## src/rtl/cms_outq.sv

```systemverilog
`default_nettype none
module cms_outq #(
    parameter int W = 8
) (
    input  wire logic         i_clk,
    input  wire logic         i_rst_n,
    input  wire logic         i_wr,
    input  wire logic [W-1:0] i_wdata,
    input  wire logic         i_pop,
    output logic              o_empty,
    output logic              o_room2,
    output logic      [W-1:0] o_data
);

    localparam int DEPTH = 4;

    logic [W-1:0] r_slot [DEPTH];
    logic [1:0]   r_wptr;
    logic [1:0]   r_rptr;
    logic [2:0]   r_cnt;
    logic         take;

    assign o_empty = (r_cnt == 3'd0);
    assign o_room2 = (r_cnt <= 3'(DEPTH - 2));
    assign o_data  = r_slot[r_rptr];
    assign take    = i_pop && !o_empty;

    always_ff @(posedge i_clk) begin
        if (i_wr) begin
            r_slot[r_wptr] <= i_wdata;
        end
        if (!i_rst_n) begin
            r_wptr <= '0;
            r_rptr <= '0;
            r_cnt  <= '0;
        end else begin
            if (i_wr) r_wptr <= r_wptr + 2'd1;
            if (take) r_rptr <= r_rptr + 2'd1;
            r_cnt <= r_cnt + 3'(i_wr) - 3'(take);
        end
    end

endmodule
`default_nettype wire

```

## config.mk

```make
export PLATFORM = sky130hd
export DESIGN_NAME = cms_outq
export DESIGN_NICKNAME = d
export VERILOG_FILES = /design/src/rtl/cms_outq.sv
export SDC_FILE = /design/constraint.sdc
export NUM_CORES = 1
export LEC_CHECK = 0
export ABC_CLOCK_PERIOD_IN_PS = 4350
export BUFFER_PORTS_ARGS = -buffer_cell sky130_fd_sc_hd__buf_2
export CAP_MARGIN = 20
export CORE_MARGIN = 2
export CORE_UTILIZATION = 50
export CTS_BUF_LIST = sky130_fd_sc_hd__clkbuf_4 sky130_fd_sc_hd__clkbuf_8 sky130_fd_sc_hd__clkbuf_16
export DETAILED_ROUTE_END_ITERATION = 7
export PLACE_DENSITY = 0.72
export SYNTH_ARGS = -nofsm -noshare
export SYNTH_HDL_FRONTEND = slang
export SYNTH_SLANG_ARGS = --single-unit
```

## constraint.sdc

```tcl
create_clock -name i_clk -period 4.35 [get_ports i_clk]
set_clock_uncertainty 0.05 [all_clocks]
set_input_delay 0.6525 -clock i_clk [delete_from_list [all_inputs] [get_ports i_clk]]
set_output_delay 0.6525 -clock i_clk [all_outputs]
set_load 0.1 [all_outputs]
```

==> reports/metrics.yaml <==
fill_cells: 234
cp_slowest_cell: "dfxtp_1"
tightestPinTransition_ns: 0.555
post-route-util_pct: 61.2
dpl-instance-area_sq_um: 1780
r2r_setup_slack_ns: 2.18
area_delta_synth_final_pct: 15.1
powerDensity_nw_per_um2: 668
yosysSeqAreaShare_pct: 69.7
status: "complete, no violations"
rsz0062_at_grt: "no"
routedWlPerCell_um: 14.8
start_util_pct: 53.2
multi_input_area_sq_um: 453
cp_slowest_stage_delay_ns: 0.69
ys_seq_elements: 41
synth_warnings: 0
grt.total_usage_pct: 15.4
hp-class: "flip-flop to flip-flop"
busiest_layer: "met2"
cts-root-buf: "clkbuf_4"
grt_pass1_vias: 774
r2r_cells: 8
path_class: "flip-flop to output port"
overflow: 0
clockBufferDepth: 2
holdBufCountCts: 0
num_io_pins: 22
crit_path_start_kind: "flip-flop"
fmax_ghz: 0.382
hold-path-cell-count: 2
final_min_period_over_clock_period_pct: 60.2
place.gp.congestion: 0.727
p_leak_nw: 0.703
synth_cells: 89
drt_iter0_markers: 21
cts.sinks: 41
ctsResizeCount: 0
worst_r2r_endpoint: "r_cnt[2]$_SDFF_PN0_"
required_ns: 3.65
drc: 0
end_kind: "output port"
cts_buffers: 5
final_cells: 160
vias: 787
dieArea_sq_um: 3750
dpl.cell_count: 152
layout-drive-gt1-share_pct: 32.8
worst-path-buf-inv: 1
arrival_ns: 1.92
fin_setup_tns_ns: 0
hpwl_um: 1690
crit_chain: "mux4_2 > buf_2"
slew-limit-headroom_pct: 63.0
path_max_fanout: 8
syn_avg_cell_area_sq_um: 18.4
hold_end: "r_rptr[1]$_SDFFE_PN0P_"
finalSetupViolations: 0
r2r_start: "r_cnt[1]$_SDFF_PN0_"
port_buffers: 21
drt_wl_total_um: 2370
firstDrtPassIters: 4
fp.coreArea_sq_um: 3080
final_antenna_net_count: 0
die_h_um: 61.2
drv_slew: 0
vias_per_cell: 4.92
yosysUniqueCellTypes: 18
seqCellArea_sq_um: 1140
postCtsSetupBuffers: 0
cp_top_family: "flip-flops"
worstHoldStart: "r_rptr[1]$_SDFFE_PN0P_"
synth.cell_area_sq_um: 1640
grt_use_met1_pct: 19.3
totalPowerFinal_w: 0.00126
grt_pass1_wl_um: 3820
fin_nets: 135
h-tree-depth: 2
clk_transition_reported_paths_ns: 0.12
stdcell_area_sq_um: 1880
use_met3_pct: 4.41
min_period_ns: 2.62
timing.final.hold_violations: 0
grt_antenna_before_repair: 0
num_rows: 20
diodes: 0
die_w_um: 61.2
grt_max_degree: 14
cts_tree: "built"
drv_cap: 0
grtUsageMet2_pct: 23.9
clk-insertion-delay-late_ns: 0.35
syn_nets: 109
ir_worst_vdd_mv: 0.312
==> cells in the final DEF (no fill, tap or decap) <==
master	count
clkinv_2	1
mux4_2	8
fa_1	1
clkbuf_4	5
dfxtp_1	9
nand2b_1	2
nor2b_1	2
o311ai_1	1
nand2_1	2
nor3_1	1
buf_2	21
edfxtp_1	32
bufinv_16	2
and2_1	7
ha_1	7
mux2i_1	4
o31a_1	1
inv_1	7
a31o_2	1
xor2_1	2
==> Yosys cell counts (all sizes together) <==
cell type  number  share of area, %
a31o            1              0.54
clkbuf          1              0.31
xor2            2               1.1
ha              7               5.4
nor3            1              0.31
inv             7               1.6
dfxtp           9                11
buf             1              0.69
and2            7               2.7
mux2i           4               2.4
edfxtp         32                59
nor2b           2              0.76
nand2b          2              0.76
mux4            8                11
o31a            1              0.54
nand2           2              0.46
o311ai          1              0.54
fa              1               1.2
==> layout make-up <==
| type | instances | share of cell area (%) |
|---|---|---|
| Clock buffer | 5 | 1.99 |
| Clock inverter | 3 | 3.46 |
| Inverter | 7 | 1.40 |
| Multi-Input combinational cell | 39 | 24.1 |
| Sequential cell | 41 | 60.6 |
| Tap cell | 44 | 2.92 |
| Timing Repair Buffer | 21 | 5.58 |
==> report_power, final <==
group          switching (W)  total [W]  internal (W)
Combinational       0.000341   0.000459      0.000118
Sequential         0.0000410   0.000501      0.000460
Clock               0.000120   0.000298      0.000178
==> worst max-delay path by stage <==
stage | from | end | slack [ns] | cells after the start
after floorplan | r_cnt[1]$_SDFF_PN0_ | o_empty | 1.21 | 1
after global placement | i_pop | r_cnt[2]$_SDFF_PN0_ | 2.07 | 9
after detailed placement | i_pop | r_cnt[2]$_SDFF_PN0_ | 2.00 | 9
after CTS | flip-flop | o_data[7] | 1.68 | 2
after global routing | flip-flop | o_data[7] | 1.60 | 2
final | flip-flop | o_data[7] | 1.73 | 2
==> worst register-to-register path: stages, from the launching register on <==
cell	delay [ns]
dfxtp_1	0.40
o31a_1	0.38
ha_1	0.29
inv_1	0.06
ha_1	0.13
inv_1	0.05
fa_1	0.40
xor2_1	0.17
and2_1	0.15
==> registers in the layout, summed over array words and instances (netlist names), named ones only <==
register  count
r_cnt         3
r_rptr        2
r_wptr        2
r_slot       32
==> kinds of logic (layout without fill, tap and decap cells) <==
logic type               after synthesis  after routing  share of synthesized area (%)
flip-flops                            41             41                           69.7
AND/OR/NAND/NOR                       14             14                           4.97
multiplexers                          12             12                           13.5
buffers and inverters                  9             36                           2.60
adder cells (fa/ha/maj)                8              8                           6.57
AO/OA/AOI/OAI                          3              3                           1.61
XOR/XNOR                               2              2                           1.07
==> metal layers <==
layer	share of wire [%]	wire, um
met5	0	0
met4	2.8	67
met3	3.2	76
met2	49	1160
met1	45	1060
==> metrics by stage <==
step / hold slack [ns] / setup slack, ns
4_1_cts: 0.446 / 1.68
2_1_floorplan: 0.399 / 1.21
5_1_grt: 0.455 / 1.60
6_report: 0.446 / 1.73
3_3_place_gp: 0.418 / 2.07
3_5_place_dp: 0.427 / 2.00
Power figures use the tool's default switching activity.
