==> config.mk <==
export PLATFORM = sky130hd
export DESIGN_NAME = cms_front
export DESIGN_NICKNAME = d
export VERILOG_FILES = /design/src/rtl/cms_pkg.sv /design/src/rtl/cms_front.sv
export SDC_FILE = /design/constraint.sdc
export NUM_CORES = 1
export LEC_CHECK = 0
export BUFFER_PORTS_ARGS = -buffer_cell sky130_fd_sc_hd__buf_4
export CAP_MARGIN = 30
export CORE_UTILIZATION = 53
export CTS_CLUSTER_DIAMETER = 50
export DETAILED_ROUTE_END_ITERATION = 8
export PLACE_DENSITY = 0.85
export SYNTH_ARGS = -nofsm -noshare
export SYNTH_HDL_FRONTEND = slang
export SYNTH_SLANG_ARGS = --single-unit
==> constraint.sdc <==
create_clock -name i_clk -period 4.06 [get_ports i_clk]
set_input_delay 0.609 -clock i_clk [delete_from_list [all_inputs] [get_ports i_clk]]
set_output_delay 0.609 -clock i_clk [all_outputs]
set_load 0.03 [all_outputs]
==> src/rtl/cms_pkg.sv <==
`default_nettype none
package cms_pkg;

    localparam int DEF_MAX_WIDTH   = 256;
    localparam int DEF_MAX_HEIGHT  = 128;
    localparam int DEF_STACK_DEPTH = 4;

    localparam int POS_W   = 10;
    localparam int COV_W   = 8;
    localparam int COLOR_W = 32;
    localparam int VIEW_W_W = 9;
    localparam int VIEW_H_W = 8;
    localparam int CFG_W   = 9;
    localparam int CFG_IDX_W = 1;
    // wide enough for view compares at the largest plane size
    localparam int CMP_W   = 12;

    localparam logic [1:0] CMD_PUSH  = 2'd0;
    localparam logic [1:0] CMD_APPLY = 2'd1;
    localparam logic [1:0] CMD_POP   = 2'd2;
    localparam logic [1:0] CMD_PIXEL = 2'd3;

    localparam logic [CFG_IDX_W-1:0] REG_VIEW_W = 1'b0;
    localparam logic [CFG_IDX_W-1:0] REG_VIEW_H = 1'b1;

    localparam logic [VIEW_W_W-1:0] RESET_VIEW_W = 9'd256;
    localparam logic [VIEW_H_W-1:0] RESET_VIEW_H = 8'd128;

    localparam logic KIND_RUN = 1'b0;
    localparam logic KIND_ACK = 1'b1;

    // round(a*b/255) = (a*b + 127) / 255, divide done as reciprocal multiply
    localparam logic [16:0] ROUND       = 17'd127;
    localparam logic [16:0] RECIP       = 17'h08081;
    localparam int          RECIP_SHIFT = 23;

    typedef struct packed {
        logic [1:0] cmd;
        logic       in_view;
        logic       span_end;
    } t_ctl;

endpackage
`default_nettype wire

==> src/rtl/cms_front.sv <==
`default_nettype none
module cms_front
    import cms_pkg::*;
#(
    parameter int MAX_WIDTH  = DEF_MAX_WIDTH,
    parameter int MAX_HEIGHT = DEF_MAX_HEIGHT,
    parameter int XW = $clog2(MAX_WIDTH),
    parameter int YW = $clog2(MAX_HEIGHT)
) (
    input  wire logic                 i_clk,
    input  wire logic                 i_rst_n,
    input  wire logic                 i_push,
    output logic                      o_full,
    input  wire logic [1:0]           i_command,
    input  wire logic [POS_W-1:0]     i_row,
    input  wire logic [POS_W-1:0]     i_column,
    input  wire logic [COV_W-1:0]     i_coverage,
    input  wire logic [COLOR_W-1:0]   i_color,
    input  wire logic                 i_span_end,
    input  wire logic                 i_cfg_we,
    input  wire logic [CFG_IDX_W-1:0] i_cfg_index,
    input  wire logic [CFG_W-1:0]     i_cfg_data,
    output logic                      o_valid,
    input  wire logic                 i_take,
    output t_ctl                      o_ctl,
    output logic      [XW-1:0]        o_x,
    output logic      [YW-1:0]        o_y,
    output logic      [COV_W-1:0]     o_cov,
    output logic      [COLOR_W-1:0]   o_color
);

    logic [VIEW_W_W-1:0] r_view_w;
    logic [VIEW_H_W-1:0] r_view_h;

    t_ctl               r_q_ctl   [2];
    logic [XW-1:0]      r_q_x     [2];
    logic [YW-1:0]      r_q_y     [2];
    logic [COV_W-1:0]   r_q_cov   [2];
    logic [COLOR_W-1:0] r_q_color [2];
    logic               r_wptr;
    logic               r_rptr;
    logic [1:0]         r_cnt;

    logic [CMP_W-1:0] eff_w;
    logic [CMP_W-1:0] eff_h;
    logic             row_ok;
    logic             col_ok;
    logic             acc;
    logic             take;
    t_ctl             cls;

    // view saturated to 1..max
    always_comb begin
        if (r_view_w == '0) eff_w = CMP_W'(1);
        else if (CMP_W'(r_view_w) > CMP_W'(MAX_WIDTH)) eff_w = CMP_W'(MAX_WIDTH);
        else eff_w = CMP_W'(r_view_w);
        if (r_view_h == '0) eff_h = CMP_W'(1);
        else if (CMP_W'(r_view_h) > CMP_W'(MAX_HEIGHT)) eff_h = CMP_W'(MAX_HEIGHT);
        else eff_h = CMP_W'(r_view_h);
    end

    assign row_ok = !i_row[POS_W-1] && (CMP_W'(i_row[POS_W-2:0]) < eff_h);
    assign col_ok = !i_column[POS_W-1] && (CMP_W'(i_column[POS_W-2:0]) < eff_w);

    assign cls.cmd      = i_command;
    assign cls.in_view  = row_ok && col_ok;
    assign cls.span_end = i_span_end;

    assign o_full  = (r_cnt == 2'd2);
    assign o_valid = (r_cnt != 2'd0);
    assign acc     = i_push && !o_full;
    assign take    = i_take && o_valid;

    assign o_ctl   = r_q_ctl[r_rptr];
    assign o_x     = r_q_x[r_rptr];
    assign o_y     = r_q_y[r_rptr];
    assign o_cov   = r_q_cov[r_rptr];
    assign o_color = r_q_color[r_rptr];

    always_ff @(posedge i_clk) begin
        if (acc) begin
            r_q_ctl[r_wptr]   <= cls;
            r_q_x[r_wptr]     <= XW'(i_column[POS_W-2:0]);
            r_q_y[r_wptr]     <= YW'(i_row[POS_W-2:0]);
            r_q_cov[r_wptr]   <= i_coverage;
            r_q_color[r_wptr] <= i_color;
        end
        if (!i_rst_n) begin
            r_wptr   <= 1'b0;
            r_rptr   <= 1'b0;
            r_cnt    <= '0;
            r_view_w <= RESET_VIEW_W;
            r_view_h <= RESET_VIEW_H;
        end else begin
            if (acc)  r_wptr <= !r_wptr;
            if (take) r_rptr <= !r_rptr;
            r_cnt <= r_cnt + 2'(acc) - 2'(take);
            if (i_cfg_we) begin
                case (i_cfg_index)
                    REG_VIEW_W: r_view_w <= i_cfg_data;
                    REG_VIEW_H: r_view_h <= i_cfg_data[VIEW_H_W-1:0];
                    default: ;
                endcase
            end
        end
    end

endmodule
`default_nettype wire

==> summary.md <==
| Metric | Value |
|---|---|
| Outcome | `finished clean` |
| Crit path cell chain | `buf_12 -> buf_4 -> mux2_2 -> buf_4` |
| Hold-critical path depth | `1` |
| Clk_skew | `between 0.005 and 0.006 ns` |
| Flop pwr share | `0.386` |
| Synth top area share | `0.6370` |
| RSZ-0062 raised after global routing | `no` |
| PostCTS Resize Cnt | `0` |
| Drt initial violations | `124` |
| Critical path launch point type | `register` |
| Via count | `3365` |
| DP HPWL | `7461 µm` |
| FILL cells | `about 660` |
| Clock Latency Late Sink | `0.52 ns` |
| Layout net count | `about 590` |
| Initial antenna violation count | `0` |
| Commonest cells in the netlist | `edfxtp_1, mux2_2, nand2_1` |
| Synth warnings | `0` |
| Worst Path Required | `3.45 ns` |
| Max_slew headroom | `0.3968` |
| Port Buffers | `roughly 140` |
| Synthesized area per cell | `16.17 µm²` |
| Die height | `104.5 µm` |
| Leakage | `2.836 nW` |
| WHS | `approximately 0.27 ns` |
| Crit Path Class | `reg -> out` |
| Fraction of layout cells with a size suffix above 1 | `0.4763` |
| Die Wd | `104.5 µm` |
| FF+latch area | `3985 µm²` |
| Area of the multi-input gates | `approximately 1500 µm²` |
| Post-CTS Setup Bufs | `0` |
| H-tree depth | `4` |
| Final period utilization | `0.6991` |
| Syn_nets | `439` |
| Vias in the first global route | `3440` |
| Pwr dens | `653.1 nW/µm²` |
| First-pass GRT wire length | `around 17000 µm` |
| CP Max Fanout | `25` |
| CTS max path bufs | `2` |
| Yosys cell types | `36` |
| Final Setup Violations | `0` |
| NetSw | `1.425 mW` |
| Post-synth ARST share | `0` |
| Clock slew seen by the registers of the worst setup and hold paths | `0.06 ns` |
| Final Hold Violating Endpoints | `0` |
| Min cycle time layout | `2.838 ns` |
| Syn Inst Count | `about 340` |
| Starting density of the core | `0.5437` |
| Sequential share of the synthesized area | `0.7161` |
| Register bit total from synthesis | `140` |
| Synth area leaders | `edfxtp_1, mux2_2, dfxtp_1` |
| Maximum vdd drop | `0.3332 mV` |
| Post-synth EDFFs | `118` |
| Crit path max-delay cell type | `dfxtp_2` |
| Crit path arrival time | `2.23 ns` |
| Synthesized area | `5563 µm²` |
| Slowest stage delay, CP | `0.62 ns` |
| CP endpoint kind | `primary output` |
| Clock power share | `0.339` |
| Area delta synth->final | `33.11%` |
| Sw Share | `0.2948` |
| Clock tree sinks | `140` |
| Post-route ant nets | `0` |
| Biggest area consumer among synthesized cells | `edfxtp_1` |
| Ys flop type | `edfxtp_1` |
| Root buf cell | `clkbuf_8` |
| Logic pwr share | `0.275` |
| WL final | `11070 µm` |
| Most used cell, CP | `buf_4` |
| # IOs | `139` |
| Drt first pass iters | `6` |
| Max_cap viols | `0` |
| Hold-fix buffer count after cts | `0` |
| Setup TNS | `0 ns` |
| Largest net degree at the start of global routing | `43` |
| Final GP Congestion | `0.8245` |
| DRC Markers | `0` |
| Hold Crit Class | `in -> reg` |
| All-Layer GR Usage | `0.2131` |
| Routed wire length per instance | `17.24 µm` |
| Most frequent cell after synthesis | `edfxtp_1` |
| Total grt overflow | `0` |
| Total clock buffers created by CTS | `17` |
| Routed vias/inst | `5.241` |
| Fin. max-slew vios | `0` |
| CTS tree | `built` |
| Die area | `10910 µm²` |
| Rows | `37` |
| Core Region | `10230 µm²` |
| Least-Margin Pin Slew | `0.9049 ns` |
| Fmax | `0.3523 GHz` |
| Reg2reg path depth | `4` |
| Internal power | `3.410 mW` |
| Diode count | `0` |
==> cell families after synthesis <==
family | count (synthesis) | share of synthesized area
flip-flops | 140 | 0.7161
AND/OR/NAND/NOR | 75 | 0.06478
multiplexers | 59 | 0.1194
AO/OA/AOI/OAI | 30 | 0.04004
buffers and inverters | 19 | 0.01507
adder cells (fa/ha/maj) | 17 | 0.03824
XOR/XNOR | 4 | 0.006297
==> worst paths after layout <==
check / startpoint / to / slack, ns
setup / recovery: register / o_color[25] / 1.22
setup reg to reg: r_cnt[0] / r_q_color[0][0] / 1.95
hold / removal: i_color[30] / r_q_color[0][30] / 0.27
hold reg to reg: r_view_w[5] / r_view_w[5] / 0.48
==> routing by layer <==
layer | global-route usage | wire [µm] | vias up
li1 | - | - | 1597
met1 | 0.2575 | 4559 | 1640
met2 | 0.3538 | 5692 | 114
met3 | 0.06579 | 661 | 14
met4 | 0.08980 | 157 | 0
met5 | 0 | 0 | -
==> cell type report <==
class | instances | share of cell area
Clock inverter | 14 | 0.02957
Sequential cell | 140 | 0.5382
Inverter | 6 | 0.003042
Tap cell | 136 | 0.02298
Timing Repair Buffer | 143 | 0.1467
Clock buffer | 18 | 0.05644
Multi-Input combinational cell | 185 | 0.2031
==> cells in the final DEF (no fill, tap or decap), types with 2 or more instances in the layout <==
| master | netlist | routed |
|---|---|---|
| buf_4 | 1 | 142 |
| edfxtp_1 | 118 | 118 |
| mux2_2 | 59 | 59 |
| nand2_1 | 43 | 43 |
| dfxtp_1 | 22 | 21 |
| ha_1 | 17 | 17 |
| clkbuf_16 | 0 | 16 |
| a21boi_0 | 15 | 15 |
| nand3_1 | 10 | 10 |
| inv_1 | 5 | 5 |
| bufinv_16 | 0 | 5 |
| a21oi_1 | 4 | 4 |
| xnor2_1 | 4 | 4 |
| clkinv_4 | 0 | 4 |
| nor4_1 | 3 | 3 |
| and2_1 | 3 | 3 |
| nand2b_1 | 2 | 2 |
| a211oi_1 | 2 | 2 |
| o21ai_0 | 2 | 2 |
| nor3_1 | 2 | 2 |
| o211ai_1 | 2 | 2 |
| nor2b_1 | 2 | 2 |
| clkinv_2 | 0 | 2 |
| clkinvlp_4 | 0 | 2 |
==> state kept, by name, summed over array words and instances (netlist names), named ones only <==
signal     count
r_view_h       8
r_q_y         14
r_q_ctl        8
r_rptr         1
r_wptr         1
r_q_color     64
r_q_x         16
r_cnt          2
r_view_w       9
r_q_cov       16
==> worst max-delay path: cells and delay by family, from the launching register on <==
family	cells	cell delay, ns
multiplexers	1	0.38
buffers and inverters	3	0.70
flip-flops	1	0.62
==> metrics by stage <==
step	instance area, µm²	power [mW]	util	worst slack (ns)	std cells
after floorplan	5563	2.747	-	0.4113	344
after global placement	6748	3.175	0.6595	1.554	609
after detailed placement	6748	3.209	0.6595	1.509	609
after CTS	7385	4.857	0.7218	0.9171	641
after global routing	7405	5.006	0.7237	1.098	642
final	7405	4.836	0.7237	1.222	642
==> power by group through the flow <==
| stage | combinational, mW | sequential (mW) | clock, mW |
|---|---|---|---|
| after global placement | 1.26 | 1.92 | 0 |
| after CTS | 1.30 | 1.90 | 1.66 |
| after detailed placement | 1.28 | 1.92 | 0 |
| after floorplan | 0.884 | 1.86 | 0 |
| after global routing | 1.40 | 1.89 | 1.72 |
| final | 1.33 | 1.87 | 1.64 |
Note: power is estimated with default switching activity, not from simulation.
