==> config.mk <==
export PLATFORM = sky130hd
export DESIGN_NAME = cms_back
export DESIGN_NICKNAME = d
export VERILOG_FILES = /design/src/rtl/cms_pkg.sv /design/src/rtl/cms_back.sv
export SDC_FILE = /design/constraint.sdc
export NUM_CORES = 1
export LEC_CHECK = 0
export BUFFER_PORTS_ARGS = -buffer_cell sky130_fd_sc_hd__buf_4
export CAP_MARGIN = 20
export CORE_MARGIN = 3
export CORE_UTILIZATION = 50
export CTS_CLUSTER_DIAMETER = 200
export DETAILED_ROUTE_END_ITERATION = 12
export PLACE_DENSITY = 0.72
export SLEW_MARGIN = 10
export SYNTH_ARGS = -nofsm -noshare
export SYNTH_HDL_FRONTEND = slang
export SYNTH_SLANG_ARGS = --single-unit
==> constraint.sdc <==
create_clock -name i_clk -period 16.88 [get_ports i_clk]
set_input_delay 3.376 -clock i_clk [delete_from_list [all_inputs] [get_ports i_clk]]
set_output_delay 3.376 -clock i_clk [all_outputs]
set_load 0.05 [all_outputs]
==> src/rtl/cms_pkg.sv <==
`default_nettype none
package cms_pkg;

    localparam int DEF_MAX_WIDTH   = 256;
    localparam int DEF_MAX_HEIGHT  = 128;
    localparam int DEF_STACK_DEPTH = 4;

    localparam int POS_W   = 10;
    localparam int COV_W   = 8;
    localparam int COLOR_W = 32;
    localparam int VIEW_W_W = 9;
    localparam int VIEW_H_W = 8;
    localparam int CFG_W   = 9;
    localparam int CFG_IDX_W = 1;
    // wide enough for view compares at the largest plane size
    localparam int CMP_W   = 12;

    localparam logic [1:0] CMD_PUSH  = 2'd0;
    localparam logic [1:0] CMD_APPLY = 2'd1;
    localparam logic [1:0] CMD_POP   = 2'd2;
    localparam logic [1:0] CMD_PIXEL = 2'd3;

    localparam logic [CFG_IDX_W-1:0] REG_VIEW_W = 1'b0;
    localparam logic [CFG_IDX_W-1:0] REG_VIEW_H = 1'b1;

    localparam logic [VIEW_W_W-1:0] RESET_VIEW_W = 9'd256;
    localparam logic [VIEW_H_W-1:0] RESET_VIEW_H = 8'd128;

    localparam logic KIND_RUN = 1'b0;
    localparam logic KIND_ACK = 1'b1;

    // round(a*b/255) = (a*b + 127) / 255, divide done as reciprocal multiply
    localparam logic [16:0] ROUND       = 17'd127;
    localparam logic [16:0] RECIP       = 17'h08081;
    localparam int          RECIP_SHIFT = 23;

    typedef struct packed {
        logic [1:0] cmd;
        logic       in_view;
        logic       span_end;
    } t_ctl;

endpackage
`default_nettype wire

==> src/rtl/cms_back.sv <==
`default_nettype none
module cms_back
    import cms_pkg::*;
#(
    parameter int MAX_WIDTH   = DEF_MAX_WIDTH,
    parameter int MAX_HEIGHT  = DEF_MAX_HEIGHT,
    parameter int STACK_DEPTH = DEF_STACK_DEPTH,
    parameter int XW = $clog2(MAX_WIDTH),
    parameter int YW = $clog2(MAX_HEIGHT),
    parameter int EW = $clog2(MAX_WIDTH + 1),
    parameter int DW = $clog2(STACK_DEPTH + 1),
    parameter int AW = $clog2(STACK_DEPTH * MAX_WIDTH * MAX_HEIGHT),
    parameter int RW = 1 + YW + XW + EW + COV_W + COLOR_W + 1 + DW + 1
) (
    input  wire logic               i_clk,
    input  wire logic               i_rst_n,
    input  wire logic               i_valid,
    output logic                    o_take,
    input  wire t_ctl               i_ctl,
    input  wire logic [XW-1:0]      i_x,
    input  wire logic [YW-1:0]      i_y,
    input  wire logic [COV_W-1:0]   i_cov,
    input  wire logic [COLOR_W-1:0] i_color,
    input  wire logic               i_room2,
    output logic                    o_wr,
    output logic      [RW-1:0]      o_wdata,
    output logic                    o_ram_we,
    output logic      [AW-1:0]      o_ram_waddr,
    output logic      [COV_W-1:0]   o_ram_wdata,
    output logic      [AW-1:0]      o_ram_raddr_a,
    output logic      [AW-1:0]      o_ram_raddr_b,
    input  wire logic [COV_W-1:0]   i_ram_rdata_a,
    input  wire logic [COV_W-1:0]   i_ram_rdata_b
);

    localparam int CELLS = MAX_WIDTH * MAX_HEIGHT;
    localparam int CW    = $clog2(CELLS);
    localparam int PW    = (STACK_DEPTH > 1) ? $clog2(STACK_DEPTH) : 1;

    localparam logic [4:0] S_IDLE   = 5'd0;
    localparam logic [4:0] S_FLUSH  = 5'd1;
    localparam logic [4:0] S_EXEC   = 5'd2;
    localparam logic [4:0] S_CLEAR  = 5'd3;
    localparam logic [4:0] S_F_RD   = 5'd4;
    localparam logic [4:0] S_F_MUL  = 5'd5;
    localparam logic [4:0] S_F_DIV  = 5'd6;
    localparam logic [4:0] S_F_WR   = 5'd7;
    localparam logic [4:0] S_ACK    = 5'd8;
    localparam logic [4:0] S_PIX    = 5'd9;
    localparam logic [4:0] S_P_MUL  = 5'd10;
    localparam logic [4:0] S_P_DIV  = 5'd11;
    localparam logic [4:0] S_LVL    = 5'd12;
    localparam logic [4:0] S_D_WR   = 5'd13;
    localparam logic [4:0] S_RUN    = 5'd14;
    localparam logic [4:0] S_RUN2   = 5'd15;

    logic [4:0]             r_state, n_state;
    t_ctl                   r_ctl;
    logic [XW-1:0]          r_x;
    logic [YW-1:0]          r_y;
    logic [COV_W-1:0]       r_cov;
    logic [COLOR_W-1:0]     r_color;
    logic [STACK_DEPTH-1:0] r_applied, n_applied;
    logic [DW-1:0]          r_count, n_count;
    logic                   r_fail, n_fail;
    logic [CW-1:0]          r_cell, n_cell;
    logic [PW-1:0]          r_plane, n_plane;
    logic [15:0]            r_prod, n_prod;
    logic [COV_W-1:0]       r_lvl, n_lvl;
    logic                   r_in_span, n_in_span;
    logic [YW-1:0]          r_run_row, n_run_row;
    logic [XW-1:0]          r_run_begin, n_run_begin;
    logic [EW-1:0]          r_run_stop, n_run_stop;
    logic [COV_W-1:0]       r_run_level, n_run_level;
    logic [COLOR_W-1:0]     r_run_color, n_run_color;

    logic             src_v;
    logic [PW-1:0]    src_i;
    logic             dst_v;
    logic [PW-1:0]    dst_i;
    logic [CW-1:0]    pix_cell;
    logic [COV_W-1:0] mul_a;
    logic [COV_W-1:0] mul_b;
    logic [16:0]      sc_x;
    logic [33:0]      sc_p;
    logic [COV_W-1:0] sc_q;
    logic             brk;
    logic             emit_old;
    logic             emit_new;

    function automatic logic [AW-1:0] cell_addr(logic [PW-1:0] p, logic [CW-1:0] c);
        return AW'(AW'(p) * AW'(CELLS) + AW'(c));
    endfunction

    function automatic logic [RW-1:0] pack_run(logic [YW-1:0] row, logic [XW-1:0] start,
                                               logic [EW-1:0] stop, logic [COV_W-1:0] cov,
                                               logic [COLOR_W-1:0] color, logic fail,
                                               logic [DW-1:0] cnt, logic lst);
        return {KIND_RUN, row, start, stop, cov, color, fail, cnt, lst};
    endfunction

    assign src_v = (r_count != '0) && r_applied[PW'(r_count - DW'(1))];
    assign src_i = PW'(r_count - DW'(1));

    // innermost unapplied plane
    always_comb begin
        dst_v = 1'b0;
        dst_i = '0;
        for (int k = 0; k < STACK_DEPTH; k++) begin
            if ((DW'(k) < r_count) && !r_applied[k]) begin
                dst_v = 1'b1;
                dst_i = PW'(k);
            end
        end
    end

    assign pix_cell = CW'(CW'(r_y) * CW'(MAX_WIDTH) + CW'(r_x));

    assign mul_a = (r_state == S_P_MUL) ? r_cov : i_ram_rdata_a;
    assign mul_b = (r_state == S_P_MUL) ? i_ram_rdata_a : i_ram_rdata_b;
    assign sc_x  = 17'(r_prod) + ROUND;
    assign sc_p  = 34'(sc_x) * 34'(RECIP);
    assign sc_q  = COV_W'(sc_p >> RECIP_SHIFT);

    assign brk = r_in_span && ((r_y != r_run_row) || (EW'(r_x) != r_run_stop) ||
                               (r_lvl != r_run_level) || (r_color != r_run_color));
    assign emit_old = !(src_v && (r_run_level == '0));
    assign emit_new = r_ctl.span_end && !(src_v && (r_lvl == '0));

    always_comb begin
        case (r_state)
            S_F_RD:  o_ram_raddr_a = cell_addr(r_plane, r_cell);
            S_PIX:   o_ram_raddr_a = cell_addr(src_i, pix_cell);
            S_LVL:   o_ram_raddr_a = cell_addr(dst_i, pix_cell);
            default: o_ram_raddr_a = '0;
        endcase
    end
    assign o_ram_raddr_b = cell_addr(PW'(r_plane - PW'(1)), r_cell);

    always_comb begin
        n_state     = r_state;
        n_applied   = r_applied;
        n_count     = r_count;
        n_fail      = r_fail;
        n_cell      = r_cell;
        n_plane     = r_plane;
        n_prod      = r_prod;
        n_lvl       = r_lvl;
        n_in_span   = r_in_span;
        n_run_row   = r_run_row;
        n_run_begin = r_run_begin;
        n_run_stop  = r_run_stop;
        n_run_level = r_run_level;
        n_run_color = r_run_color;
        o_take      = 1'b0;
        o_wr        = 1'b0;
        o_wdata     = pack_run(r_run_row, r_run_begin, r_run_stop, r_run_level,
                               r_run_color, r_fail, r_count, 1'b0);
        o_ram_we    = 1'b0;
        o_ram_waddr = cell_addr(r_plane, r_cell);
        o_ram_wdata = '0;

        case (r_state)
            S_IDLE: begin
                if (i_valid && i_room2) begin
                    o_take  = 1'b1;
                    n_state = (i_ctl.cmd == CMD_PIXEL) ? S_PIX : S_FLUSH;
                end
            end
            S_FLUSH: begin
                o_wr      = r_in_span && emit_old;
                n_in_span = 1'b0;
                n_state   = S_EXEC;
            end
            S_EXEC: begin
                n_state = S_ACK;
                case (r_ctl.cmd)
                    CMD_PUSH: begin
                        if (r_fail || (r_count >= DW'(STACK_DEPTH))) begin
                            n_fail = 1'b1;
                        end else begin
                            n_plane = PW'(r_count);
                            n_cell  = '0;
                            n_applied[PW'(r_count)] = 1'b0;
                            n_state = S_CLEAR;
                        end
                    end
                    CMD_APPLY: begin
                        if (!r_fail && (r_count != '0)) begin
                            if ((src_i != '0) && r_applied[PW'(src_i - PW'(1))]) begin
                                n_plane = src_i;
                                n_cell  = '0;
                                n_state = S_F_RD;
                            end else begin
                                n_applied[src_i] = 1'b1;
                            end
                        end
                    end
                    CMD_POP: begin
                        if (r_count != '0) n_count = r_count - DW'(1);
                    end
                    default: ;
                endcase
            end
            S_CLEAR: begin
                o_ram_we = 1'b1;
                n_cell   = r_cell + CW'(1);
                if (r_cell == CW'(CELLS - 1)) begin
                    n_count = r_count + DW'(1);
                    n_state = S_ACK;
                end
            end
            S_F_RD:  n_state = S_F_MUL;
            S_F_MUL: begin
                n_prod  = 16'(mul_a) * 16'(mul_b);
                n_state = S_F_DIV;
            end
            S_F_DIV: begin
                n_lvl   = sc_q;
                n_state = S_F_WR;
            end
            S_F_WR: begin
                o_ram_we    = 1'b1;
                o_ram_wdata = r_lvl;
                n_cell      = r_cell + CW'(1);
                n_state     = S_F_RD;
                if (r_cell == CW'(CELLS - 1)) begin
                    n_applied[r_plane] = 1'b1;
                    n_state = S_ACK;
                end
            end
            S_ACK: begin
                o_wr    = 1'b1;
                o_wdata = {KIND_ACK, YW'(0), XW'(0), EW'(0), COV_W'(0), COLOR_W'(0),
                           r_fail, r_count, 1'b1};
                n_state = S_IDLE;
            end
            S_PIX: begin
                if (r_fail) begin
                    n_state = S_IDLE;
                end else if (!r_ctl.in_view) begin
                    if (r_ctl.span_end) begin
                        o_wr      = r_in_span && emit_old;
                        o_wdata   = pack_run(r_run_row, r_run_begin, r_run_stop,
                                             r_run_level, r_run_color, r_fail, r_count, 1'b1);
                        n_in_span = 1'b0;
                    end
                    n_state = S_IDLE;
                end else if (src_v) begin
                    n_state = S_P_MUL;
                end else begin
                    n_lvl   = r_cov;
                    n_state = S_LVL;
                end
            end
            S_P_MUL: begin
                n_prod  = 16'(mul_a) * 16'(mul_b);
                n_state = S_P_DIV;
            end
            S_P_DIV: begin
                n_lvl   = sc_q;
                n_state = S_LVL;
            end
            S_LVL:   n_state = dst_v ? S_D_WR : S_RUN;
            S_D_WR: begin
                o_ram_waddr = cell_addr(dst_i, pix_cell);
                o_ram_wdata = r_lvl;
                o_ram_we    = (r_lvl > i_ram_rdata_a);
                n_state     = S_IDLE;
            end
            S_RUN: begin
                if (brk) begin
                    o_wr    = emit_old;
                    o_wdata = pack_run(r_run_row, r_run_begin, r_run_stop, r_run_level,
                                       r_run_color, r_fail, r_count, !emit_new);
                end
                if (r_in_span && !brk) begin
                    n_run_stop = EW'(r_x) + EW'(1);
                end else begin
                    n_in_span   = 1'b1;
                    n_run_row   = r_y;
                    n_run_begin = r_x;
                    n_run_stop  = EW'(r_x) + EW'(1);
                    n_run_level = r_lvl;
                    n_run_color = r_color;
                end
                n_state = r_ctl.span_end ? S_RUN2 : S_IDLE;
            end
            S_RUN2: begin
                o_wr      = emit_old;
                o_wdata   = pack_run(r_run_row, r_run_begin, r_run_stop, r_run_level,
                                     r_run_color, r_fail, r_count, 1'b1);
                n_in_span = 1'b0;
                n_state   = S_IDLE;
            end
            default: n_state = S_IDLE;
        endcase
    end

    always_ff @(posedge i_clk) begin
        if (o_take) begin
            r_ctl   <= i_ctl;
            r_x     <= i_x;
            r_y     <= i_y;
            r_cov   <= i_cov;
            r_color <= i_color;
        end
        r_cell      <= n_cell;
        r_plane     <= n_plane;
        r_prod      <= n_prod;
        r_lvl       <= n_lvl;
        if (!i_rst_n) begin
            r_state     <= S_IDLE;
            r_applied   <= '0;
            r_count     <= '0;
            r_fail      <= 1'b0;
            r_in_span   <= 1'b0;
            r_run_begin <= '0;
            r_run_stop  <= '0;
            r_run_level <= '0;
            r_run_color <= '0;
            r_run_row   <= '0;
        end else begin
            r_state     <= n_state;
            r_applied   <= n_applied;
            r_count     <= n_count;
            r_fail      <= n_fail;
            r_in_span   <= n_in_span;
            r_run_begin <= n_run_begin;
            r_run_stop  <= n_run_stop;
            r_run_level <= n_run_level;
            r_run_color <= n_run_color;
            r_run_row   <= n_run_row;
        end
    end

`ifndef SYNTH
    a_count_bound: assert property (@(posedge i_clk) disable iff (!i_rst_n)
        r_count <= DW'(STACK_DEPTH))
        else $error("plane count above stack depth");

    a_take_idle: assert property (@(posedge i_clk) disable iff (!i_rst_n)
        o_take |-> (r_state == S_IDLE) && i_valid && i_room2)
        else $error("item taken outside idle");

    a_wr_states: assert property (@(posedge i_clk) disable iff (!i_rst_n)
        o_wr |-> (r_state == S_FLUSH) || (r_state == S_ACK) || (r_state == S_PIX) ||
                 (r_state == S_RUN) || (r_state == S_RUN2))
        else $error("result written from a non-emitting state");

    a_ack_done: assert property (@(posedge i_clk) disable iff (!i_rst_n)
        (r_state == S_ACK) |=> (r_state == S_IDLE))
        else $error("acknowledge did not end the command");

    a_sweep_plane: assert property (@(posedge i_clk) disable iff (!i_rst_n)
        (r_state == S_CLEAR) |-> (DW'(r_plane) == r_count))
        else $error("clear sweep not on the new plane");
`endif

endmodule
`default_nettype wire

==> results by stage, run 1 <==
Yosys:
- The number of flops mapped to enable cells by yosys is 100.
- Summing every instance area after synthesis gives roughly 13000 sq um.
- The Yosys step of the flow raised 0 warnings.
- The average instance area after synthesis is slightly above 9 sq um.
- The fraction of registers with async set or reset after synthesis is 0.
- The most frequent cell after synthesis is ha_1.
- Ranked by instance count, the synthesized netlist is headed by ha_1, nand2_1, nor2_1, edfxtp_1, o21ai_0.
- The sequential cell area fraction in the yosys report is 0.362.
- The main flop type after synthesis is edfxtp_1.
- The number of library cell types mapped by synthesis is between 50 and 60.
- The number of nets produced by synthesis is between 1500 and 2000.
- The dominant cell type by area after synthesis is edfxtp_1.
- In the post-synthesis netlist, the biggest area contributors are edfxtp_1, dfxtp_1, ha_1.
- Counting flops and latches in the post-synthesis netlist gives ~180.
- Of the post-synthesis cell area, the dominant cell type holds 0.239.
- Counting every instance in the synthesized netlist gives 1349.

Die:
- The floorplan die height is approximately 160 um.
- The die covers approximately 27000 sq um.
- about 210 I/O pins were placed.
- The cell row count is 57.
- For this configuration, the core starts out at a cell density of 0.512.
- The total core area is approximately 25000 sq um.
- From left edge to right edge, the die measures 164 um.

Finish:
- The layout-stage area growth over the synthesis result is 19.4%.
- The ratio of cells with drive above 1 in the final layout is 0.193.
- The diode insertion count for antenna repair is 0.
- The filler cell count in the final layout is between 2000 and 2500.
- The cell area after layout is between 10000 and 15000 sq um.
- The layout net count is between 1500 and 2000.

Global routing:
- The number of antenna violations at the first check in global routing is 0.
- The total routing resource utilization after global routing is 0.255.
- The largest net degree at the start of global routing is roughly 110.
- The first-pass GRT wire length is 53800 um.
- The via count of the first global-routing pass came to 10100.
- Summed over all layers, the global routing overflow is 0.

Clock network:
- The clock tree from TritonCTS is yes.
- For the worst-skew pair, the clock arrives at the later sink with an insertion delay of approximately 450 ps.
- The number of buffers inserted by post-CTS setup repair is 0.
- No sink is reached through more buffers than the 2 on the longest clock path.
- The clock buffer count from CTS is 17.
- The clock sink count is between 150 and 200.
- The cell sitting at the root of the clock tree is a clkbuf_16.
- The number of gates resized after CTS is 0.
- After clock tree synthesis, the flow added hold-fix buffers numbering 0.
- The number of levels the H-tree was split into is 4.
- The clock-pin slew reported for the worst setup and hold paths after clock tree synthesis is 80 ps.

Drt:
- The DRC marker count from the first detailed-route iteration is 1013.
- The total routed wirelength is roughly 35000 um.
- The wire length per cell after detailed routing is 18.8 um.
- The remaining design rule violation count is 0.
- The average vias per placed instance is 5.69.
- The first detailed-routing pass took 6 iterations.
- The detailed-route via count is approximately 11000.
- Once detail routing completed, the nets flagged for antenna violations numbered 0.

Timing:
- The final clock period utilization by the worst path is 0.509.
- At the pin with the least slew margin, the transition time is approximately 1100 ps.
- The total negative slack is 0 ps.
- Counting I/O delays and the setup requirement, the final critical path takes 8600 ps.
- Setup repair after global routing left no endpoint under its margin.
- The fmax is about 0.12 GHz.
- The worst slew margin relative to its limit is 0.291.
- Setup violations remaining at the end of the flow were counted as 0.
- Across the routed clock network, the largest skew measured is about 22 ps.
- Hold is met by around 450 ps.
- The max-slew violation total from the final report was 0.
- The hold violation count in the final report is 0.

Min path:
- The worst hold path endpoint is r_run_begin[7].
- In this run the worst hold path is classified as reg2reg.
- The worst hold path begins at r_run_begin[7].
- The worst hold path passes through 2 cells.

Placement:
- The placer congestion estimate is between 0.8 and 0.9.
- The detailed-placement wirelength estimate is 26600 um.
- The number of buffers inserted by port buffering is 210.
- The cell area reported after detailed placement is approximately 14000 sq um.

Setup path:
- The worst setup path is launched from a primary input.
- The required time of the worst setup path is ~14000 ps.
- The worst-path maximum fanout is 2.
- The critical path is of the in2out type.
- The worst register-to-register path ends at r_prod[14].
- The setup slack of the most critical reg-to-reg path is 10490 ps.
- The cell count of the worst reg-to-reg path is 20.
- The startpoint of the worst-slack reg-to-reg timing path is r_state[3].
- STA classifies the critical path endpoint as an output pin.
- For the worst setup path, the data arrival time is between 5000 and 6000 ps.

Pwr:
- The cell-internal power is about 0.84 mW.
- The worst-case IR drop observed on VDD is approximately 0.000074 V.
- The switching part of the total is 0.346.
- The share of total power dissipated in the clock network is 0.316.
- The sequential group share of total power is 0.409.
- Summed over all nets, the switching power comes to 0.445 mW.
- The share of total power dissipated in combinational logic is 0.276.
- For this design the static power due to leakage is about 6.7 nW.
- In this run the power density over the cells is 85.6 nW/um^2.

Job:
- The tool flagged a number of max-cap violations equal to 0.

Run status:
- The flow ran to the end, and the final reports show no timing, DRC or antenna violations.
## layout make-up
cell class	count	area [sq um]	area share
inverter	85	319	0.0213
multi-input combinational	1025	7480	0.499
clock buffer	18	439	0.0293
clock inverter	14	161	0.0108
sequential	177	4540	0.303
timing repair buffer	219	1650	0.110
tap	324	405	0.0270
## cells by family (layout without fill, tap and decap cells)
logic type	Yosys count	after routing	synth area share
and+or+nand+nor	499	499	0.197
AOI/OAI and AO/OA	228	228	0.113
DFF	177	177	0.362
adders and majority gates	154	154	0.175
buffers and inverters	147	336	0.0449
xor gates and xnor gates	116	116	0.0824
muxes	28	28	0.0258
## power by group through the flow
stage | logic (mW) | registers [mW] | clock network (mW)
after floorplan | 0.259 | 0.525 | 0
after global placement | 0.338 | 0.532 | 0
after detailed placement | 0.350 | 0.533 | 0
after CTS | 0.354 | 0.523 | 0.412
after global routing | 0.395 | 0.527 | 0.427
final | 0.354 | 0.525 | 0.405
## metal layers
metal	track usage	vias up	routed length (um)
met5	0	-	0
li1	-	5056	-
met1	0.322	5094	14300
met4	0.0808	0	913
met2	0.445	389	17200
met3	0.0434	56	2600
## worst max-delay path by stage
stage / start / to / slack [ps] / cells past startpoint
2_1_floorplan: i_valid / o_take / 5080 / 2
3_3_place_gp: i_ram_rdata_a[1] / o_ram_we / 8190 / 11
3_5_place_dp: i_ram_rdata_a[1] / o_ram_we / 8180 / 11
4_1_cts: i_ram_rdata_a[1] / o_ram_we / 8170 / 11
5_1_grt: i_ram_rdata_a[1] / o_ram_we / 8130 / 11
6_report: i_ram_rdata_a[1] / o_ram_we / 8280 / 11
## critical path: stages
cell      delay [ps]
buf_4             80
inv_1             50
ha_1             280
nor2b_1          140
o21a_1           120
o21ai_0           70
nand2b_1          90
a21oi_1           60
o21a_1           180
o31ai_1          460
buf_4            300
## per-stage QoR
step           std cells  utilization  power (mW)  setup WS, ps
5_1_grt             1862        0.611        1.35          8130
3_5_place_dp        1829        0.586       0.882          8180
3_3_place_gp        1829        0.586       0.871          8190
4_1_cts             1861        0.611        1.29          8170
2_1_floorplan       1349            -       0.783          5080
6_report            1862        0.611        1.28          8280
## cell usage in the layout, fill, tap and decap left out, drive strengths merged, types with 5 or more instances in the layout
master,synthesis,final
o211ai,5,5
and3,15,15
o21a,9,9
nand4,10,10
nand3,78,78
a21oi,52,52
nand2b,5,5
a22o,15,15
clkbuf,42,18
nor2b,78,78
xnor2,38,38
nor3,18,18
fa,36,36
o211a,9,9
xor2,78,78
a31oi,7,7
nand2,113,113
mux2i,11,11
clkinv,0,5
ha,118,118
edfxtp,100,100
nor4,25,25
and2,13,13
mux2,15,15
inv,85,94
or3,6,6
dfxtp,77,77
nor2,112,112
o31ai,7,7
buf,20,219
a21o,5,5
o21ai,92,92
o31a,5,5
or2,18,18
## sequential cells by signal (all words and copies together), names as in the netlist
register     count
r_run_color     32
r_fail           1
r_color         32
r_run_level      8
r_applied        4
r_y              7
r_prod          16
r_plane          2
r_x              8
r_run_begin      8
r_ctl            4
r_count          3
r_cov            8
r_state          4
r_lvl            8
r_run_stop       9
r_cell          15
r_in_span        1
r_run_row        7
No activity file was read; power rests on OpenSTA's default activity.
==> run 2: changes to the inputs <==
==> constraint.sdc (replaced) <==
create_clock -name i_clk -period 8.55 [get_ports i_clk]
set_input_delay 1.71 -clock i_clk [delete_from_list [all_inputs] [get_ports i_clk]]
set_output_delay 1.71 -clock i_clk [all_outputs]
set_load 0.05 [all_outputs]
==> run 2 against run 1 <==
Compared with the run above: sequential power grew 98%; first-iteration DRC count fell by 11%; critical endpoint is now r_prod[14]; largest cell class unchanged; sequential share of layout area about the same; critical path type is now reg2reg.
==> results by stage, run 2 (synthesized netlist as in run 1, its figures left out) <==
Clock network:
- The count of hold buffers inserted by post-cts repair is 0.
- The number of gates resized after CTS is 0.
- The maximum buffer depth of the clock tree is 2.
- Clock latency on the worst-skew pair, taken at its later pin, is roughly 440 ps.
- After clock tree synthesis, the clock-pin slew on the worst setup and hold paths is 80 ps.
- In this run, CTS created clock tree buffers numbering 17.
- The clock sink count is approximately 180.
- The H-tree was split into 4 levels.
- The tree is rooted in a clkbuf_16.
- TritonCTS built the clock tree.
- Post-CTS timing repair inserted 0 buffers for setup.

Setup path:
- The startpoint class of the critical path is a flop.
- In this design, the stage delay of the slowest critical-path cell is a little under 700 ps.
- The critical path in this run is classified as reg2reg.
- The master of the slowest instance on the critical path is mux2i_1.
- The number of buffers and inverters on the critical path is 4.
- The critical path's top delay family is adder cells.
- The required time of the worst setup path is approximately 8700 ps.
- Traced cell by cell, the critical path runs through nand2_1 > nor2_2 > buf_8 > mux2i_1 > or2_2 > fa_1 > fa_1 > inv_1 > fa_1 > inv_1 > fa_1 > inv_1 > ha_1 > nor3_1 > nor2_1 > a31oi_1 > nor2b_1 > o21a_1 > o41ai_1 > xnor2_1.
- Data on the critical path arrives at its endpoint at around 6500 ps.
- The cell with the most instances on the worst path is fa_1.
- The kind of capture point of the worst setup path is a flop.
- In this run the worst path has a maximum fanout of 21.

Timing:
- The max-slew violation total from the final report is 0.
- The worst path in the final design needs a cycle of 6350 ps, including I/O delays and setup.
- Setup violations remaining at the end of the flow were counted as 0.
- The hold violation count in the final report was 0.
- The tightest hold path in the finished design has a slack of 461 ps.
- On the final layout, the worst clock skew is ~19 ps.
- The transition time at the pin with the least slew margin is just under 1000 ps.
- Adding up every negative setup slack in the final design gives 0 ps.
- Timing would allow up to around 0.16 GHz.
- The worst setup slack after layout is around 2200 ps.
- Measured against its own limit, the worst slew margin works out to 0.341.
- Setup repair after global routing left no endpoint under its margin.
- The final clock period utilization by the worst path is 0.743.

Drt:
- The average vias per placed instance is about 5.6.
- The wire length per cell after detailed routing is 18.8 um.
- The detailed router finished its first iteration with 905 violations.
- Before antenna repair, the detailed router went through 5 iterations.
- After detailed routing, the number of remaining DRC violations is 0.
- The detailed-route via count is approximately 10000.
- The routed design has about 35000 um of wire.
- The number of nets with antenna violations after routing is 0.

Run status:
- The flow ran to the end, and the final reports show no timing, DRC or antenna violations.

Finish:
- After the last flow step, the layout net total stands at ~1800.
- The largest registers in the layout are r_color: 32 flops, r_run_color: 32 flops, r_prod: 16 flops.
- The post-layout instance count excluding filler cells is approximately 1900.
- Measured on the finished design, the core utilization comes to 0.612.
- The cell area after layout is approximately 15000 sq um.
- The area growth from synthesis to layout is 19.6%.
- Of the cells placed in the final design, the portion with a size suffix greater than 1 is 0.194.
- In the layout the commonest cells are buf_4, ha_1, nand2_1, nor2_1, edfxtp_1.
- The diode insertion count for antenna repair is 0.
- The most frequent standard cell in the layout excluding fill and tap cells is buf_4.

Placement:
- The number of buffers inserted by port buffering is 210.
- The placer congestion estimate is about 0.90.
- Detailed placement ended at an HPWL of approximately 27000 um.
- OpenSTA, run right after detailed placement, puts the worst setup slack at 1870 ps.
- Once placement finished, the instance area stood at around 14000 sq um.
- The number of cells after detailed placement is ~1800.

Global routing:
- The number of antenna violations at the first check in global routing is 0.
- The first global-routing pass estimated 53200 um of wire.
- Entering global routing, the biggest net connects ~110 pins.
- The via count of the first global-routing pass is about 10000.
- After global routing the overflow that remains totals 0.
- For this run, the total global-route usage over all layers was measured as 0.254.

Job:
- The count of max-cap constraint violations is 0.

Die:
- The full die area is around 27000 sq um.
- After floorplanning, the core was sized to cover 24500 sq um.
- The I/O pin count is about 210.
- The initialized floorplan defines 57 standard-cell rows.
- The initial standard-cell utilization of the core is 0.512.
- The die is roughly 160 um wide.
- The die is 164 um tall.

Pwr:
- The worst vdd rail ir drop is approximately 0.00014 V.
- The overall power of the completed layout is about 2.5 mW.
- Summed over all cells, the static leakage comes to about 6.7 nW.
- In this run the power density over the cells is between 150 and 200 nW/um^2.

Min path:
- The tightest min-delay check is of the reg2reg type.
[run 2: cell count changes in the layout (fill, tap and decap cells not counted), sizes merged]
cell,previous run,this run
buf,219,220
inv,94,93
clkinv,5,7
clkbuf,18,17
[run 2: path summary, 6_finish.rpt]
kind,start,to,slack [ps],cells past startpoint
max,r_state[3],r_prod[14],2200,20
min,r_run_begin[0],r_run_begin[0],460,2
max reg2reg,r_state[3],r_prod[14],2200,20
min reg2reg,r_run_begin[0],r_run_begin[0],460,2
[run 2: layer usage]
layer / global-route usage / up-vias / wire (um)
li1: - / 5046 / -
met1: 0.325 / 5008 / 14600
met2: 0.433 / 371 / 16800
met3: 0.0441 / 67 / 2520
met4: 0.0915 / 0 / 1080
met5: 0 / - / 0
[run 2: cell type report]
type	instances	area, sq um
tap	324	405
inverter	85	319
multi-input combinational	1025	7480
timing repair buffer	220	1660
clock buffer	17	425
fill	2116	9510
sequential	177	4540
clock inverter	15	185
[run 2: power by group]
| part | internal, mW | switching, mW |
|---|---|---|
| registers | 0.975 | 0.0608 |
| logic | 0.278 | 0.410 |
| clock network | 0.400 | 0.403 |
| total | 1.65 | 0.873 |
[run 2: tightest hold or removal path: cells and delay by family, from the launching register on]
| family | cells | cell delay [ps] |
|---|---|---|
| compound gates | 1 | 60 |
| simple gates | 1 | 50 |
| flops | 1 | 310 |
==> run 3: changes to the inputs <==
--- a/config.mk
+++ b/config.mk
@@ -5,6 +5,7 @@
 export SDC_FILE = /design/constraint.sdc
 export NUM_CORES = 1
 export LEC_CHECK = 0
+export ABC_AREA = 1
 export BUFFER_PORTS_ARGS = -buffer_cell sky130_fd_sc_hd__buf_4
 export CAP_MARGIN = 20
 export CORE_MARGIN = 3
==> constraint.sdc (replaced) <==
create_clock -name i_clk -period 6.5 [get_ports i_clk]
set_input_delay 1.3 -clock i_clk [delete_from_list [all_inputs] [get_ports i_clk]]
set_output_delay 1.3 -clock i_clk [all_outputs]
set_load 0.05 [all_outputs]
==> run 3 against run 2 <==
Compared with the run above: non-clock buffer count is the same; count of clock-buffer cells in the layout unchanged; first-iteration DRC count increased by 38%; combinational power grew 150%; worst hold slack improved by 24 ps; utilization is 0.36 points lower; synthesized cell count rose by 38%; largest power group is now combinational logic; highest routed layer unchanged.
==> results by stage, run 3 <==
Drt:
- The routed layout has 12800 vias.
- For this block, the routed nets add up to between 30000 and 40000 um of wire.
- The remaining design rule violation count is 0.
- The wire length per cell after detailed routing is around 16 um.
- In the routed layout, each cell is associated on average with a via count of 5.34.
- The DRC marker count from the first detailed-route iteration is approximately 1200.
- In this run the remaining antenna-violating nets after routing total 0.
- The first TritonRoute pass finished after 6 iterations.

Clock network:
- Post-CTS timing repair inserted 0 buffers for setup.
- The clock sink count is 177.
- The clock reaches the later pin of the worst-skew pair after 450 ps.
- TritonCTS built the clock tree.
- The root buffer cell is clkbuf_16.
- The clock buffer count from CTS is 17.
- The count of hold buffers inserted by post-cts repair is 0.
- The maximum buffer depth of the clock tree is 2.
- In this run the number of H-tree levels came out at 4.
- Clock-pin slew was measured on the worst setup and hold paths at roughly 90 ps.
- The number of gates resized after CTS is 0.

Pwr:
- The leakage power summed over all cells is 7.85 nW.
- For this design the ratio of total power to cell area is between 200 and 300 nW/um^2.
- Across the VDD grid, the largest voltage drop is just under 0.0002 V.
- The completed layout was analyzed and its total power is around 4.3 mW.

Placement:
- The placer congestion estimate is 0.962.
- In this run the cell area measured after placement is ~15000 sq um.
- The number of cells after detailed placement is 2359.
- At the placement stage, the worst setup path has a slack of ~700 ps.
- The number of buffers inserted by port buffering is 210.
- The detailed-placement wirelength estimate is approximately 30000 um.

Yosys:
- Among all cell types in the netlist, the one instantiated most often is nand2_1.
- For this run, the number of Yosys warnings is 0.
- The number of library cell types mapped by synthesis is 47.
- After synthesis, the mean cell area works out to roughly 7.3 sq um.
- The number of nets produced by synthesis is approximately 2100.
- The dominant cell type by area after synthesis is edfxtp_1.
- For this run, the register share of the synthesized area comes to 0.334.
- In this run, synthesis inferred 100 flip-flops with an integrated enable.
- The top cell type's share of synthesized area is 0.221.
- The area of the mapped netlist is 13600 sq um.
- By area the synthesized netlist is led by edfxtp_1, dfxtp_1, ha_1.
- The cell count after synthesis is roughly 1900.
- The fraction of registers with async set or reset after synthesis is 0.
- Synthesis inferred 177 register bits.
- The main flop type after synthesis is edfxtp_1.
- Counting instances in the post-synthesis netlist gives the leading cell types as nand2_1, inv_1, nor2_1, ha_1, a21oi_1.

Finish:
- The finished layout holds between 2000 and 2500 standard cells, fillers aside.
- The ratio of cells with drive above 1 in the final layout is 0.131.
- The filler cell count in the final layout is 2447.
- The area growth from synthesis to layout is 18.2%.
- The layout net count is between 2000 and 2500.
- The largest registers in the layout are r_color: 32 flops, r_run_color: 32 flops, r_prod: 16 flops.
- The repair_antennas step left the layout with diodes totalling 0.
- The library cells used most frequently in the layout, excluding fill and tap cells, are nand2_1, inv_1, nor2_1, buf_4, ha_1.
- The library cell used most frequently in the layout, excluding fill and tap cells, is nand2_1.
- With fillers left out, the area of the finished cells amounts to ~16000 sq um.
- The final cell utilization of the core is 0.609.

Timing:
- The clock period minus final worst setup slack is roughly 5600 ps.
- At the pin with the least slew margin, the transition time is around 930 ps.
- The worst setup slack after layout is between 800 and 900 ps.
- The hold violation count in the final report came to 0.
- The setup violation total in the final timing report is 0.
- For the final routed database, the setup TNS stands at 0 ps.
- The max-slew violation total from the final report is 0.
- In the finished design, the share of the clock period the worst path needs comes to 0.867.
- The worst clock skew on the final layout is 20.6 ps.
- The fmax is 0.177 GHz.
- Headroom to the max-slew limit came out at 0.380.
- On the final layout, the worst hold slack is ~490 ps.
- Setup repair after global routing left no endpoint under its margin.

Die:
- The initial utilization of the core area, before any placement, comes to 0.515.
- The total core area is around 26000 sq um.
- The full die area is 29200 sq um.
- The floorplan die height is 171 um.
- The cell row count is 59.
- The overall die width is 171 um.
- The I/O pin count is between 200 and 250.

Setup path:
- For the worst setup path, the data arrival time is 5840 ps.
- The number of cells on the worst reg-to-reg path is 20.
- The worst-path maximum fanout is 29.
- By startpoint and endpoint, the worst setup path is classified as reg2reg.
- At the worst endpoint, the required time is about 6700 ps.
- The worst setup path is launched from a flop.
- The kind of capture point of the worst setup path is a flop.

Global routing:
- The total routing resource utilization after global routing is 0.265.
- The first-pass GRT wire length is about 62000 um.
- The number of antenna violations at the first check in global routing is 0.
- The largest net degree at the start of global routing is between 80 and 90.
- The via count of the first global-routing pass came to around 12000.
- The overflow left after global routing is 0.

Min path:
- The tightest min-delay check is of the reg2reg type.
- The worst hold path was traced through 2 stages.

Run status:
- The run finished with clean final reports.

Job:
- The tool flagged a number of max-cap violations equal to 0.
[run 3: path summary, 6_finish.rpt]
path	from	endpoint	slack [ps]
worst max-delay path	r_state[3]	r_prod[13]	860
worst min-delay path	r_run_level[4]	r_run_level[4]	490
worst max register to register	r_state[3]	r_prod[13]	860
worst min register to register	r_run_level[4]	r_run_level[4]	490
[run 3: power by group]
part           switching [mW]  total [mW]  internal, mW
logic                    1.14        1.72         0.580
clock network           0.563        1.10         0.540
registers              0.0978        1.46          1.36
total                    1.80        4.28          2.48
[run 3: cell type report]
| class | count | area [sq um] | area share |
|---|---|---|---|
| Multi-Input combinational cell | 1301 | 7580 | 0.471 |
| Sequential cell | 177 | 4540 | 0.282 |
| Timing Repair Buffer | 220 | 1670 | 0.104 |
| Inverter | 327 | 1230 | 0.0763 |
| Clock buffer | 17 | 425 | 0.0264 |
| Tap cell | 335 | 419 | 0.0261 |
| Clock inverter | 15 | 215 | 0.0134 |
[run 3: logic make-up after synthesis]
family                   synth area share
AND/OR/NAND/NOR                     0.245
buffers and inverters               0.112
AO/OA/AOI/OAI                       0.110
flip-flops                          0.334
adder cells (fa/ha/maj)             0.161
XOR/XNOR                           0.0367
multiplexers                     0.000735
[run 3: critical path, stage by stage (launching register included)]
cell and delay, ps:
dfxtp_1 420, inv_2 50, nor2_1 160, inv_2 110, nor2_4 180, inv_2 220, o21ai_0 410, inv_1 240
nor2_1 200, fa_1 440, fa_1 520, fa_1 540, inv_1 50, fa_1 530, inv_1 40, ha_1 350
a21oi_1 180, a21boi_0 290, o21ai_0 180, a31oi_1 190, xnor2_1 90
[run 3: layer usage]
metal	track usage	share of wire	vias to the layer above
li1	-	-	6362
met2	0.414	0.45	457
met5	0	0	-
met3	0.0409	0.069	49
met1	0.385	0.46	5915
met4	0.0703	0.020	0
